**src/design/prrtp_pkg.sv**
```systemverilog
package prrtp_pkg;

   // default table size
   localparam int MAX_SLOTS_DEF = 16;

   // priority value meaning "no task", also the reset value of the best priority
   localparam logic [7:0] PRIO_NONE = 8'd255;

   // request codes
   localparam logic [1:0] REQ_CREATE = 2'd0;
   localparam logic [1:0] REQ_REMOVE = 2'd1;
   localparam logic [1:0] REQ_PICK   = 2'd2;

   // status codes
   localparam logic [1:0] ST_OK      = 2'd0;
   localparam logic [1:0] ST_FAIL    = 2'd1;
   localparam logic [1:0] ST_NO_TASK = 2'd2;

   typedef struct packed {
      logic [1:0] req_type;
      logic [7:0] task_priority;
      logic [3:0] slot_index;
   } req_data_type;

   typedef struct packed {
      logic [1:0] status;
      logic [3:0] chosen_slot;
      logic [7:0] best_priority;
   } rsp_data_type;

   // controller -> datapath
   typedef struct packed {
      logic       latch;
      logic       dispatch_create;
      logic       dispatch_remove;
      logic       dispatch_pick;
      logic       advance;
      logic       issue;
      logic       commit_create;
      logic       finish_remove;
      logic       commit_pick;
      logic       respond;
      logic [1:0] rsp_code;
   } ctrl_cmd_type;

   // datapath -> controller
   typedef struct packed {
      logic [1:0] req_type;
      logic       full;
      logic       few;
      logic       rmv_ok;
      logic       slot_free;
      logic       left_nz;
      logic       rd_vld;
      logic       hit;
   } ctrl_sts_type;

endpackage

```
**src/design/prrtp_ctrl.sv**
```systemverilog
module prrtp_ctrl (
   input  logic                    clock,
   input  logic                    reset,
   input  logic                    start,
   output logic                    busy,
   input  prrtp_pkg::ctrl_sts_type sts,
   output prrtp_pkg::ctrl_cmd_type cmd
);

   localparam logic [2:0] S_IDLE     = 3'd0;
   localparam logic [2:0] S_DISPATCH = 3'd1;
   localparam logic [2:0] S_CREATE   = 3'd2;
   localparam logic [2:0] S_REMOVE   = 3'd3;
   localparam logic [2:0] S_PICK     = 3'd4;

   logic [2:0] state_ff;
   logic [2:0] state_in;

   assign busy = (state_ff != S_IDLE);

   always_comb begin
      cmd      = '0;
      cmd.rsp_code = prrtp_pkg::ST_FAIL;
      state_in = state_ff;
      unique case (state_ff)
         S_IDLE: begin
            if (start) begin
               cmd.latch = 1'b1;
               state_in  = S_DISPATCH;
            end
         end
         S_DISPATCH: begin
            unique case (sts.req_type)
               prrtp_pkg::REQ_CREATE: begin
                  if (sts.full) begin
                     cmd.respond = 1'b1;
                     state_in    = S_IDLE;
                  end else begin
                     cmd.dispatch_create = 1'b1;
                     state_in            = S_CREATE;
                  end
               end
               prrtp_pkg::REQ_REMOVE: begin
                  if (!sts.rmv_ok) begin
                     cmd.respond = 1'b1;
                     state_in    = S_IDLE;
                  end else begin
                     cmd.dispatch_remove = 1'b1;
                     state_in            = S_REMOVE;
                  end
               end
               prrtp_pkg::REQ_PICK: begin
                  if (sts.few) begin
                     cmd.respond  = 1'b1;
                     cmd.rsp_code = prrtp_pkg::ST_NO_TASK;
                     state_in     = S_IDLE;
                  end else begin
                     cmd.dispatch_pick = 1'b1;
                     state_in          = S_PICK;
                  end
               end
               default: begin
                  cmd.respond = 1'b1;
                  state_in    = S_IDLE;
               end
            endcase
         end
         S_CREATE: begin
            if (sts.slot_free) begin
               cmd.commit_create = 1'b1;
               cmd.respond       = 1'b1;
               cmd.rsp_code      = prrtp_pkg::ST_OK;
               state_in          = S_IDLE;
            end else begin
               cmd.advance = 1'b1;
            end
         end
         S_REMOVE: begin
            if (!sts.left_nz && !sts.rd_vld) begin
               cmd.finish_remove = 1'b1;
               cmd.respond       = 1'b1;
               cmd.rsp_code      = prrtp_pkg::ST_OK;
               state_in          = S_IDLE;
            end else begin
               cmd.issue = sts.left_nz;
            end
         end
         S_PICK: begin
            if (sts.hit) begin
               cmd.commit_pick = 1'b1;
               cmd.respond     = 1'b1;
               cmd.rsp_code    = prrtp_pkg::ST_OK;
               state_in        = S_IDLE;
            end else if (!sts.left_nz && !sts.rd_vld) begin
               cmd.respond = 1'b1;
               state_in    = S_IDLE;
            end else begin
               cmd.issue = sts.left_nz;
            end
         end
         default: begin
            state_in = S_IDLE;
         end
      endcase
   end

   always_ff @(posedge clock) begin
      if (reset) begin
         state_ff <= S_IDLE;
      end else begin
         state_ff <= state_in;
      end
   end

   a_no_resp_idle: assert property (@(posedge clock) disable iff (reset)
      (state_ff == S_IDLE) |-> !cmd.respond)
      else $error("response issued from idle");

endmodule

```
**src/design/prrtp_dpath.sv**
```systemverilog
module prrtp_dpath #(
   parameter int MAX_SLOTS = prrtp_pkg::MAX_SLOTS_DEF
) (
   input  logic                    clock,
   input  logic                    reset,
   input  prrtp_pkg::req_data_type req_data,
   input  prrtp_pkg::ctrl_cmd_type cmd,
   output prrtp_pkg::ctrl_sts_type sts,
   output logic                    rsp_valid,
   output prrtp_pkg::rsp_data_type rsp_data
);

   localparam int SLOT_W = $clog2(MAX_SLOTS);
   localparam int CNT_W  = $clog2(MAX_SLOTS + 1);

   // round-robin successor over slots 1..MAX_SLOTS-1
   function automatic logic [SLOT_W-1:0] next_slot(input logic [SLOT_W-1:0] p);
      logic [SLOT_W:0] n;
      n = (SLOT_W+1)'(p) + (SLOT_W+1)'(1);
      if (n >= (SLOT_W+1)'(MAX_SLOTS)) begin
         return SLOT_W'(1);
      end
      return n[SLOT_W-1:0];
   endfunction

   logic [7:0]              prio_mem [MAX_SLOTS];

   prrtp_pkg::req_data_type req_ff;
   logic [MAX_SLOTS-1:0]    used_ff, used_in;
   logic [CNT_W-1:0]        count_ff, count_in;
   logic [7:0]              min_ff, min_in;
   logic [SLOT_W-1:0]       rr_ff, rr_in;
   logic [SLOT_W-1:0]       addr_ff, addr_in;
   logic [CNT_W-1:0]        left_ff, left_in;
   logic [7:0]              acc_ff, acc_in;
   logic [7:0]              rd_data_ff;
   logic                    rd_used_ff;
   logic [SLOT_W-1:0]       rd_addr_ff;
   logic                    rd_vld_ff;
   logic                    rsp_valid_ff;
   prrtp_pkg::rsp_data_type rsp_data_ff, rsp_data_in;
   logic [SLOT_W-1:0]       idx_s;
   logic [SLOT_W-1:0]       chosen;

   assign idx_s = SLOT_W'(req_ff.slot_index);

   assign sts.req_type  = req_ff.req_type;
   assign sts.full      = (count_ff == CNT_W'(MAX_SLOTS));
   assign sts.few       = (count_ff <= CNT_W'(1));
   assign sts.rmv_ok    = (32'(req_ff.slot_index) < 32'(MAX_SLOTS)) && used_ff[idx_s];
   assign sts.slot_free = !used_ff[addr_ff];
   assign sts.left_nz   = (left_ff != '0);
   assign sts.rd_vld    = rd_vld_ff;
   assign sts.hit       = rd_vld_ff && rd_used_ff && (rd_data_ff == min_ff);

   always_comb begin
      used_in  = used_ff;
      count_in = count_ff;
      min_in   = min_ff;
      rr_in    = rr_ff;
      addr_in  = addr_ff;
      left_in  = left_ff;
      acc_in   = acc_ff;
      chosen   = '0;
      if (cmd.dispatch_create) begin
         addr_in = '0;
      end
      if (cmd.dispatch_remove) begin
         used_in[idx_s] = 1'b0;
         count_in       = count_ff - CNT_W'(1);
         addr_in        = '0;
         left_in        = CNT_W'(MAX_SLOTS);
         acc_in         = prrtp_pkg::PRIO_NONE;
      end
      if (cmd.dispatch_pick) begin
         addr_in = next_slot(rr_ff);
         left_in = CNT_W'(MAX_SLOTS - 1);
      end
      if (cmd.advance) begin
         addr_in = addr_ff + SLOT_W'(1);
      end
      if (cmd.issue) begin
         if (req_ff.req_type == prrtp_pkg::REQ_PICK) begin
            addr_in = next_slot(addr_ff);
         end else begin
            addr_in = addr_ff + SLOT_W'(1);
         end
         left_in = left_ff - CNT_W'(1);
      end
      // running minimum for the remove rescan
      if (rd_vld_ff && rd_used_ff && (rd_data_ff < acc_ff)) begin
         acc_in = rd_data_ff;
      end
      if (cmd.commit_create) begin
         used_in[addr_ff] = 1'b1;
         count_in         = count_ff + CNT_W'(1);
         // the first task does not lower the best priority
         if ((count_ff != '0) && (req_ff.task_priority < min_ff)) begin
            min_in = req_ff.task_priority;
         end
         chosen = addr_ff;
      end
      if (cmd.finish_remove) begin
         min_in = acc_ff;
         chosen = idx_s;
      end
      if (cmd.commit_pick) begin
         rr_in  = rd_addr_ff;
         chosen = rd_addr_ff;
      end
      rsp_data_in.status        = cmd.rsp_code;
      rsp_data_in.chosen_slot   = 4'(chosen);
      rsp_data_in.best_priority = min_in;
   end

   always_ff @(posedge clock) begin
      if (reset) begin
         used_ff      <= '0;
         count_ff     <= '0;
         min_ff       <= prrtp_pkg::PRIO_NONE;
         rr_ff        <= '0;
         left_ff      <= '0;
         rd_vld_ff    <= 1'b0;
         rsp_valid_ff <= 1'b0;
      end else begin
         used_ff      <= used_in;
         count_ff     <= count_in;
         min_ff       <= min_in;
         rr_ff        <= rr_in;
         left_ff      <= left_in;
         rd_vld_ff    <= cmd.issue;
         rsp_valid_ff <= cmd.respond;
      end
   end

   always_ff @(posedge clock) begin
      if (cmd.latch) begin
         req_ff <= req_data;
      end
      addr_ff     <= addr_in;
      acc_ff      <= acc_in;
      rsp_data_ff <= rsp_data_in;
   end

   // priority table: one write port, one registered read port
   always_ff @(posedge clock) begin
      if (cmd.commit_create) begin
         prio_mem[addr_ff] <= req_ff.task_priority;
      end
      if (cmd.issue) begin
         rd_data_ff <= prio_mem[addr_ff];
         rd_used_ff <= used_ff[addr_ff];
         rd_addr_ff <= addr_ff;
      end
   end

   assign rsp_valid = rsp_valid_ff;
   assign rsp_data  = rsp_data_ff;

   a_count_occ: assert property (@(posedge clock) disable iff (reset)
      $countones(used_ff) == int'(count_ff))
      else $error("task count differs from slot occupancy");

   a_create_free: assert property (@(posedge clock) disable iff (reset)
      cmd.commit_create |-> !used_ff[addr_ff])
      else $error("create into occupied slot");

   a_pick_user: assert property (@(posedge clock) disable iff (reset)
      cmd.commit_pick |-> (rd_addr_ff != '0) && used_ff[rd_addr_ff])
      else $error("pick of slot 0 or a free slot");

endmodule

```
**src/design/priority_round_robin_task_picker_top.sv**
```systemverilog
// Task slot scheduler. A request (create, remove or pick) is taken when start
// is high and busy is low; exactly one response follows, shown for a single
// cycle with rsp_valid high. The receiver cannot stall: capture rsp_data in
// the cycle rsp_valid is high. busy drops in that same cycle, so the next
// request can be taken while the response is on the ports. A request is
// refused straight from the dispatch state for a full table, a bad remove
// slot, fewer than two tasks or an unused code. The remove and pick scans
// walk the table one slot per cycle through the single read port of the
// priority memory; a create scan steps through the used flags from slot 0.
module priority_round_robin_task_picker_top #(
   parameter int MAX_SLOTS = prrtp_pkg::MAX_SLOTS_DEF
) (
   input  logic                    clock,
   input  logic                    reset,
   input  logic                    start,
   output logic                    busy,
   input  prrtp_pkg::req_data_type req_data,
   output logic                    rsp_valid,
   output prrtp_pkg::rsp_data_type rsp_data
);

   prrtp_pkg::ctrl_cmd_type cmd;
   prrtp_pkg::ctrl_sts_type sts;

   // sequencer: decides the request path, steps the scan, issues the response
   prrtp_ctrl u_ctrl (
      .clock (clock),
      .reset (reset),
      .start (start),
      .busy  (busy),
      .sts   (sts),
      .cmd   (cmd)
   );

   // slot table, priority memory, best priority, round-robin pointer
   prrtp_dpath #(
      .MAX_SLOTS (MAX_SLOTS)
   ) u_dpath (
      .clock     (clock),
      .reset     (reset),
      .req_data  (req_data),
      .cmd       (cmd),
      .sts       (sts),
      .rsp_valid (rsp_valid),
      .rsp_data  (rsp_data)
   );

endmodule

```
**config.mk**
```make
export PLATFORM = sky130hd
export DESIGN_NAME = priority_round_robin_task_picker_top
export DESIGN_NICKNAME = d
export VERILOG_FILES = /design/src/design/prrtp_pkg.sv /design/src/design/prrtp_ctrl.sv /design/src/design/prrtp_dpath.sv /design/src/design/priority_round_robin_task_picker_top.sv
export SDC_FILE = /design/constraint.sdc
export NUM_CORES = 1
export LEC_CHECK = 0
export ABC_AREA = 1
export BUFFER_PORTS_ARGS = -buffer_cell sky130_fd_sc_hd__buf_2
export CAP_MARGIN = 20
export CORE_MARGIN = 10
export CORE_UTILIZATION = 45
export CTS_CLUSTER_DIAMETER = 60
export DETAILED_ROUTE_END_ITERATION = 8
export SLEW_MARGIN = 0
export SYNTH_ARGS = -nofsm -noshare
export SYNTH_HDL_FRONTEND = slang
export SYNTH_HIERARCHICAL = 1
export SYNTH_SLANG_ARGS = --single-unit
export TNS_END_PERCENT = 100
```
**constraint.sdc**
```tcl
create_clock -name clock -period 5.55 [get_ports clock]
set_input_delay 0.8325 -clock clock [delete_from_list [all_inputs] [get_ports clock]]
set_output_delay 0.8325 -clock clock [all_outputs]
set_load 0.03 [all_outputs]
```
[Word level (Yosys, flattened, before mapping)]
Memories as Yosys holds them, arrays and structs flattened. A register that Yosys moved wholly into a read port is not among the register bits.
Cells that the tools add are included.
Word-level totals
  register bits: 88
  latch bits: 0
  bits in writable memories: 128
  bits in read-only memories: 0
  output and inout bits: 16
  logic and storage cells: 145
  memories: 1
Cells by class
  add/subtract/negate cells: 6
  $mul: 0
  divide/modulo/power cells: 0
  magnitude comparators: 9
  equality and inequality tests: 10
  shifts and indexed selects: 0
  mux-type cells: 79
  bitwise gates (word level): 3
  reduce and logical (&&, ||, !) cells: 19
Memories
  u_dpath.prio_mem: depth 16, bits a word 8, rd ports 1, clocked after Yosys merged registers in 1, wr ports 1, RTL line prrtp_dpath.sv:26  | logic [7:0] prio_mem [MAX_SLOTS];
Operators with widths (number)
  4-bit 2-to-1 mux: 13
  8-bit 2-to-1 mux: 5
  1-bit 2-to-1 mux: 33
  16-bit 2-to-1 mux: 2
  3-bit 2-to-1 mux: 9
  5-bit 2-to-1 mux: 5
  16-bit AND: 1
  8-bit less-than comparator: 2
  16-bit inverter: 1
  16-bit OR: 1
  3-bit one-hot mux with 5 select lines: 1
  5-bit nonzero test: 3
  3-bit one-hot mux with 4 select lines: 1
  4-bit by 1-bit adder with 5-bit output (second input constant): 2
  5-bit >= comparator (second input constant): 2
  4-bit by 5-bit less-than comparator with 1-bit output (second input constant): 2
  5-bit by 1-bit subtractor with 5-bit output (second input constant): 2
  3-bit one-hot mux with 3 select lines: 1
  1-bit binary-select mux with 4-bit select: 2
  1-bit demux with 4-bit select: 2
  8-bit equality test: 1
  4-bit by 1-bit >= comparator with 1-bit output (second input constant): 2
  1-bit logical AND: 7
  3-bit by 2-bit equality test with 1-bit output (second input constant): 2
  other kinds (18): 24

[Logic depth before layout (Yosys ltp)]
  depth in word-level cells: 10
  gate-level depth with buffers: 19
  depth with buffers taken out: 18

[By module]
The synthesis kept the hierarchy.
Modules (own cells, without submodules)
  prrtp_dpath: times used 1, cells an instance 882, area an instance 9381.5 um^2
  prrtp_ctrl: times used 1, cells an instance 74, area an instance 401.6 um^2

[Least setup slack after synthesis]
Ideal clock, no wire load.
  kind: register to register
  from: reg u_dpath.rd_used_ff
  to: reg u_dpath.addr_ff[0], enable pin
  data arrival time: 2.225 ns
  data required time: 5.243 ns
  setup slack: 3.018 ns
  cell stages (with the launch flop): 15
  buffers on the path: 1
  path through: edfxtp_1 > nand2_1 > inv_1 > o21ai_0 > a221oi_1 > nand4_1 > nor2_1 > inv_1 > nand2_2 > a21boi_1 > buf_2 > nor2_1 > inv_1 > nor2_1 > nand2_1
RTL lines
  start: declaration: RTL line prrtp_dpath.sv:37  | logic rd_used_ff;
  start signal: assignment: RTL line prrtp_dpath.sv:152  | rd_used_ff <= used_ff[addr_ff];
  end signal: assignment: RTL line prrtp_dpath.sv:140  | addr_ff <= addr_in;
  end: declaration: RTL line prrtp_dpath.sv:33  | logic [SLOT_W-1:0] addr_ff, addr_in;

==> flow_summary.toml <==
[power_and_ir_drop]
comb_power_share_pct = 4.5
pwr-share-clk_pct = 43.4
swShare_pct = 21.6
power_frac_seq_pct = 52.1
peakVddDrop_v = 0.000277
p_switching_w = 0.000763
internal-power_w = 0.00277
p_per_area_nw_per_um2 = 322
leakagePower_nw = 4.06

[synthesis]
avgSynthCellArea_um2 = 10.2
async_reset_ff_share_pct = 0
yosysSeqAreaShare_pct = 62.9
synthSimpleGateAreaFrac_pct = 15.1
synth_nets = 998
synth_top_family_by_area = "simple AND/OR/NAND/NOR gates"
synthFlopType = "edfxtp_1"
postSynthCellCount = 956
synth-xor-area-share_pct = 0.716
synth_compound_area_share_pct = 12.2
synth_top_area_share_pct = 51.3
synth_edf_count = 167
synth_adder_area_share_pct = 3.20
yosysTopAreaCell = "edfxtp_1"
synth_mux_area_share_pct = 0
yosys_register_bits = 224
netlist_top_cells_area = "edfxtp_1, dfxtp_1, nand2_1, o21ai_0, nor2_1"
yosys.cell_types.count = 40
netlist_area_um2 = 9780
ys.warnings.count = 6

[grt]
grt_first_pass_wirelength_um = 37200
met1_usage_pct = 22.0
grt_usage_pct = 16.4
antenna_found_initial = 0
first_global_vias = 6770
grt_util_met2_pct = 26.2
grt_max_degree = 79
grt_use_met3_pct = 3.28
gr-total-overflow = 0
busiest_layer = "met2"

[route]
dr.pass1.iters = 5
vias = 6992
drcViolationCount = 0
ant_nets = 0
routedWlPerCell_um = 18.5
drtIter0Drc = 538
vias_per_cell = 5.46
routed_wl_um = 23700

[timing]
worst_slew_pin_slew_ps = 831
setup_violations = 0
fmax_mhz = 300
skew_ps = 12.3
fin_ws_ps = 2210
fin_crit_sh_pct = 60.1
hold_violations = 0
fin_setup_tns_ps = 0
period_needed_ps = 3340
relSlewSlack_pct = 44.4
rsz0062_at_grt = "no"
maxSlewViolCount = 0

[cells_and_area]
final_cells = 1281
final_cell_area_um2 = 11000
antenna_cells = 0
layout_commonest_cell = "edfxtp_1"
drive_above_1_share_pct = 11.3
syn_to_final_growth_pct = 12.2
final_util_pct = 51.7
layout_common_cells = "edfxtp_1, nand2_1, nor2_1"
nets = 1031

[clock_network]
cts_sinks = 224
cts-root-buf = "clkbuf_16"
cts_tree = "built"
cts_setup_buffers = 0
worstSkewPairLatency_ps = 510
h-tree-depth = 1
post_cts_resized = 0
hold_buffers = 0
clk_pin_slew_worst_paths_ps = 60
ctsLongestPathBuffers = 3
cts_made_buffers = 25

[placement]
io_buffer_count = 32
place.gp.congestion = 0.881
hpwlAfterDp_um = 16100
dpl_cell_area_um2 = 10200
post-place-ws_ps = 2190
place_inst = 1235

[die]
io_pins = 33
coreArea_um2 = 21200
rows = 53
initial_utilization_pct = 46.1
die_w_um = 167
die_h_um = 167
dieArea_um2 = 28000

[setup_path]
worstPathMaxFanout = 78
critPathKind = "reg -> reg"
cp.required_ps = 5690
worst_setup_path_end_kind = "register"
startpoint_type = "register"
cp.arrival_ps = 3470

[run]
max_cap_viol_count = 0

[run_status]
status = "complete, no violations"

[worst_hold_path]
min_path_type = "reg -> reg"
through the flow:
stage | power (W) | hold WS, ps
floorplan | 0.00197 | 428
global placement | 0.00203 | 462
detailed placement | 0.00203 | 461
CTS | 0.00356 | 476
global route | 0.00365 | 480
finish | 0.00353 | 485
metal layers:
layer | part of all wire, % | wire length (um) | vias up
li1 | - | - | 3388
met1 | 45 | 10700 | 3350
met2 | 46 | 11000 | 220
met3 | 6.6 | 1570 | 34
met4 | 1.9 | 447 | 0
met5 | 0 | 0 | -
cells in the mapped netlist, drive strengths merged (16+ instances only):
library cell and number:
o21ai 108, dfxtp 57, nand2 149, edfxtp 167, o22ai 40, a21oi 45, inv 101, ha 25
clkbuf 16, nand4 19, nand3 41, nor2 126, buf 22
power by group through the flow:
stage | Clock [W] | Sequential, W | Combinational [W]
after CTS | 0.00156 | 0.00184 | 0.000158
after global placement | 0 | 0.00187 | 0.000156
after floorplan | 0 | 0.00188 | 0.0000870
after global routing | 0.00163 | 0.00184 | 0.000176
final | 0.00153 | 0.00184 | 0.000159
after detailed placement | 0 | 0.00187 | 0.000157
final timing paths:
path,startpoint,end,slack [ps],cells past startpoint
worst max register to register,u_dpath/addr_ff[0],u_dpath/prio_mem[6][0],2210,10
worst min-delay path,u_dpath/count_ff[3],u_dpath/count_ff[3],480,1
worst max-delay path,u_dpath/addr_ff[0],u_dpath/prio_mem[6][0],2210,10
worst min register to register,u_dpath/count_ff[3],u_dpath/count_ff[3],480,1
critical path, cell delays in order, from the launching register on:
cell and delay (ps):
edfxtp_1 400, buf_4 380, o21ai_0 250, o22ai_1 100
nand2_1 90, nand4_1 160, inv_1 120, nand4_1 120
inv_1 380, nand2_1 270, nor2_1 680
cells by family (layout without fill, tap and decap cells):
group                      after synthesis  in the layout
adders and majority gates               25             25
xor gates and xnor gates                 8              8
DFF                                    224            224
buffers and inverters                  140            190
and+or+nand+nor                        345            345
AOI/OAI and AO/OA                      214            214
cell type report:
cell class	count	area [um^2]
fillers	1921	10200
flip-flops and latches	224	6160
multi-input cells	592	3060
clock buffers	37	731
inverters	102	383
well taps	275	344
repair buffers	44	270
clock inverters	7	37.5
sequential cells by signal, indices dropped and copies added (netlist names), 2 cells and up:
| name | flops |
|---|---|
| u_dpath/count_ff | 5 |
| u_dpath/rd_addr_ff | 4 |
| u_dpath/rd_data_ff | 8 |
| u_dpath/acc_ff | 8 |
| u_dpath/sts | 2 |
| u_dpath/addr_ff | 4 |
| u_dpath/prio_mem | 128 |
| u_dpath/left_ff | 5 |
| u_dpath/min_ff | 8 |
| u_dpath/used_ff | 16 |
| u_dpath/rsp_data | 14 |
| u_dpath/req_ff | 8 |
| u_dpath/rr_ff | 4 |
| u_ctrl/state_ff | 3 |
| u_dpath/idx_s | 4 |
Note: power is estimated with default switching activity, not from simulation.
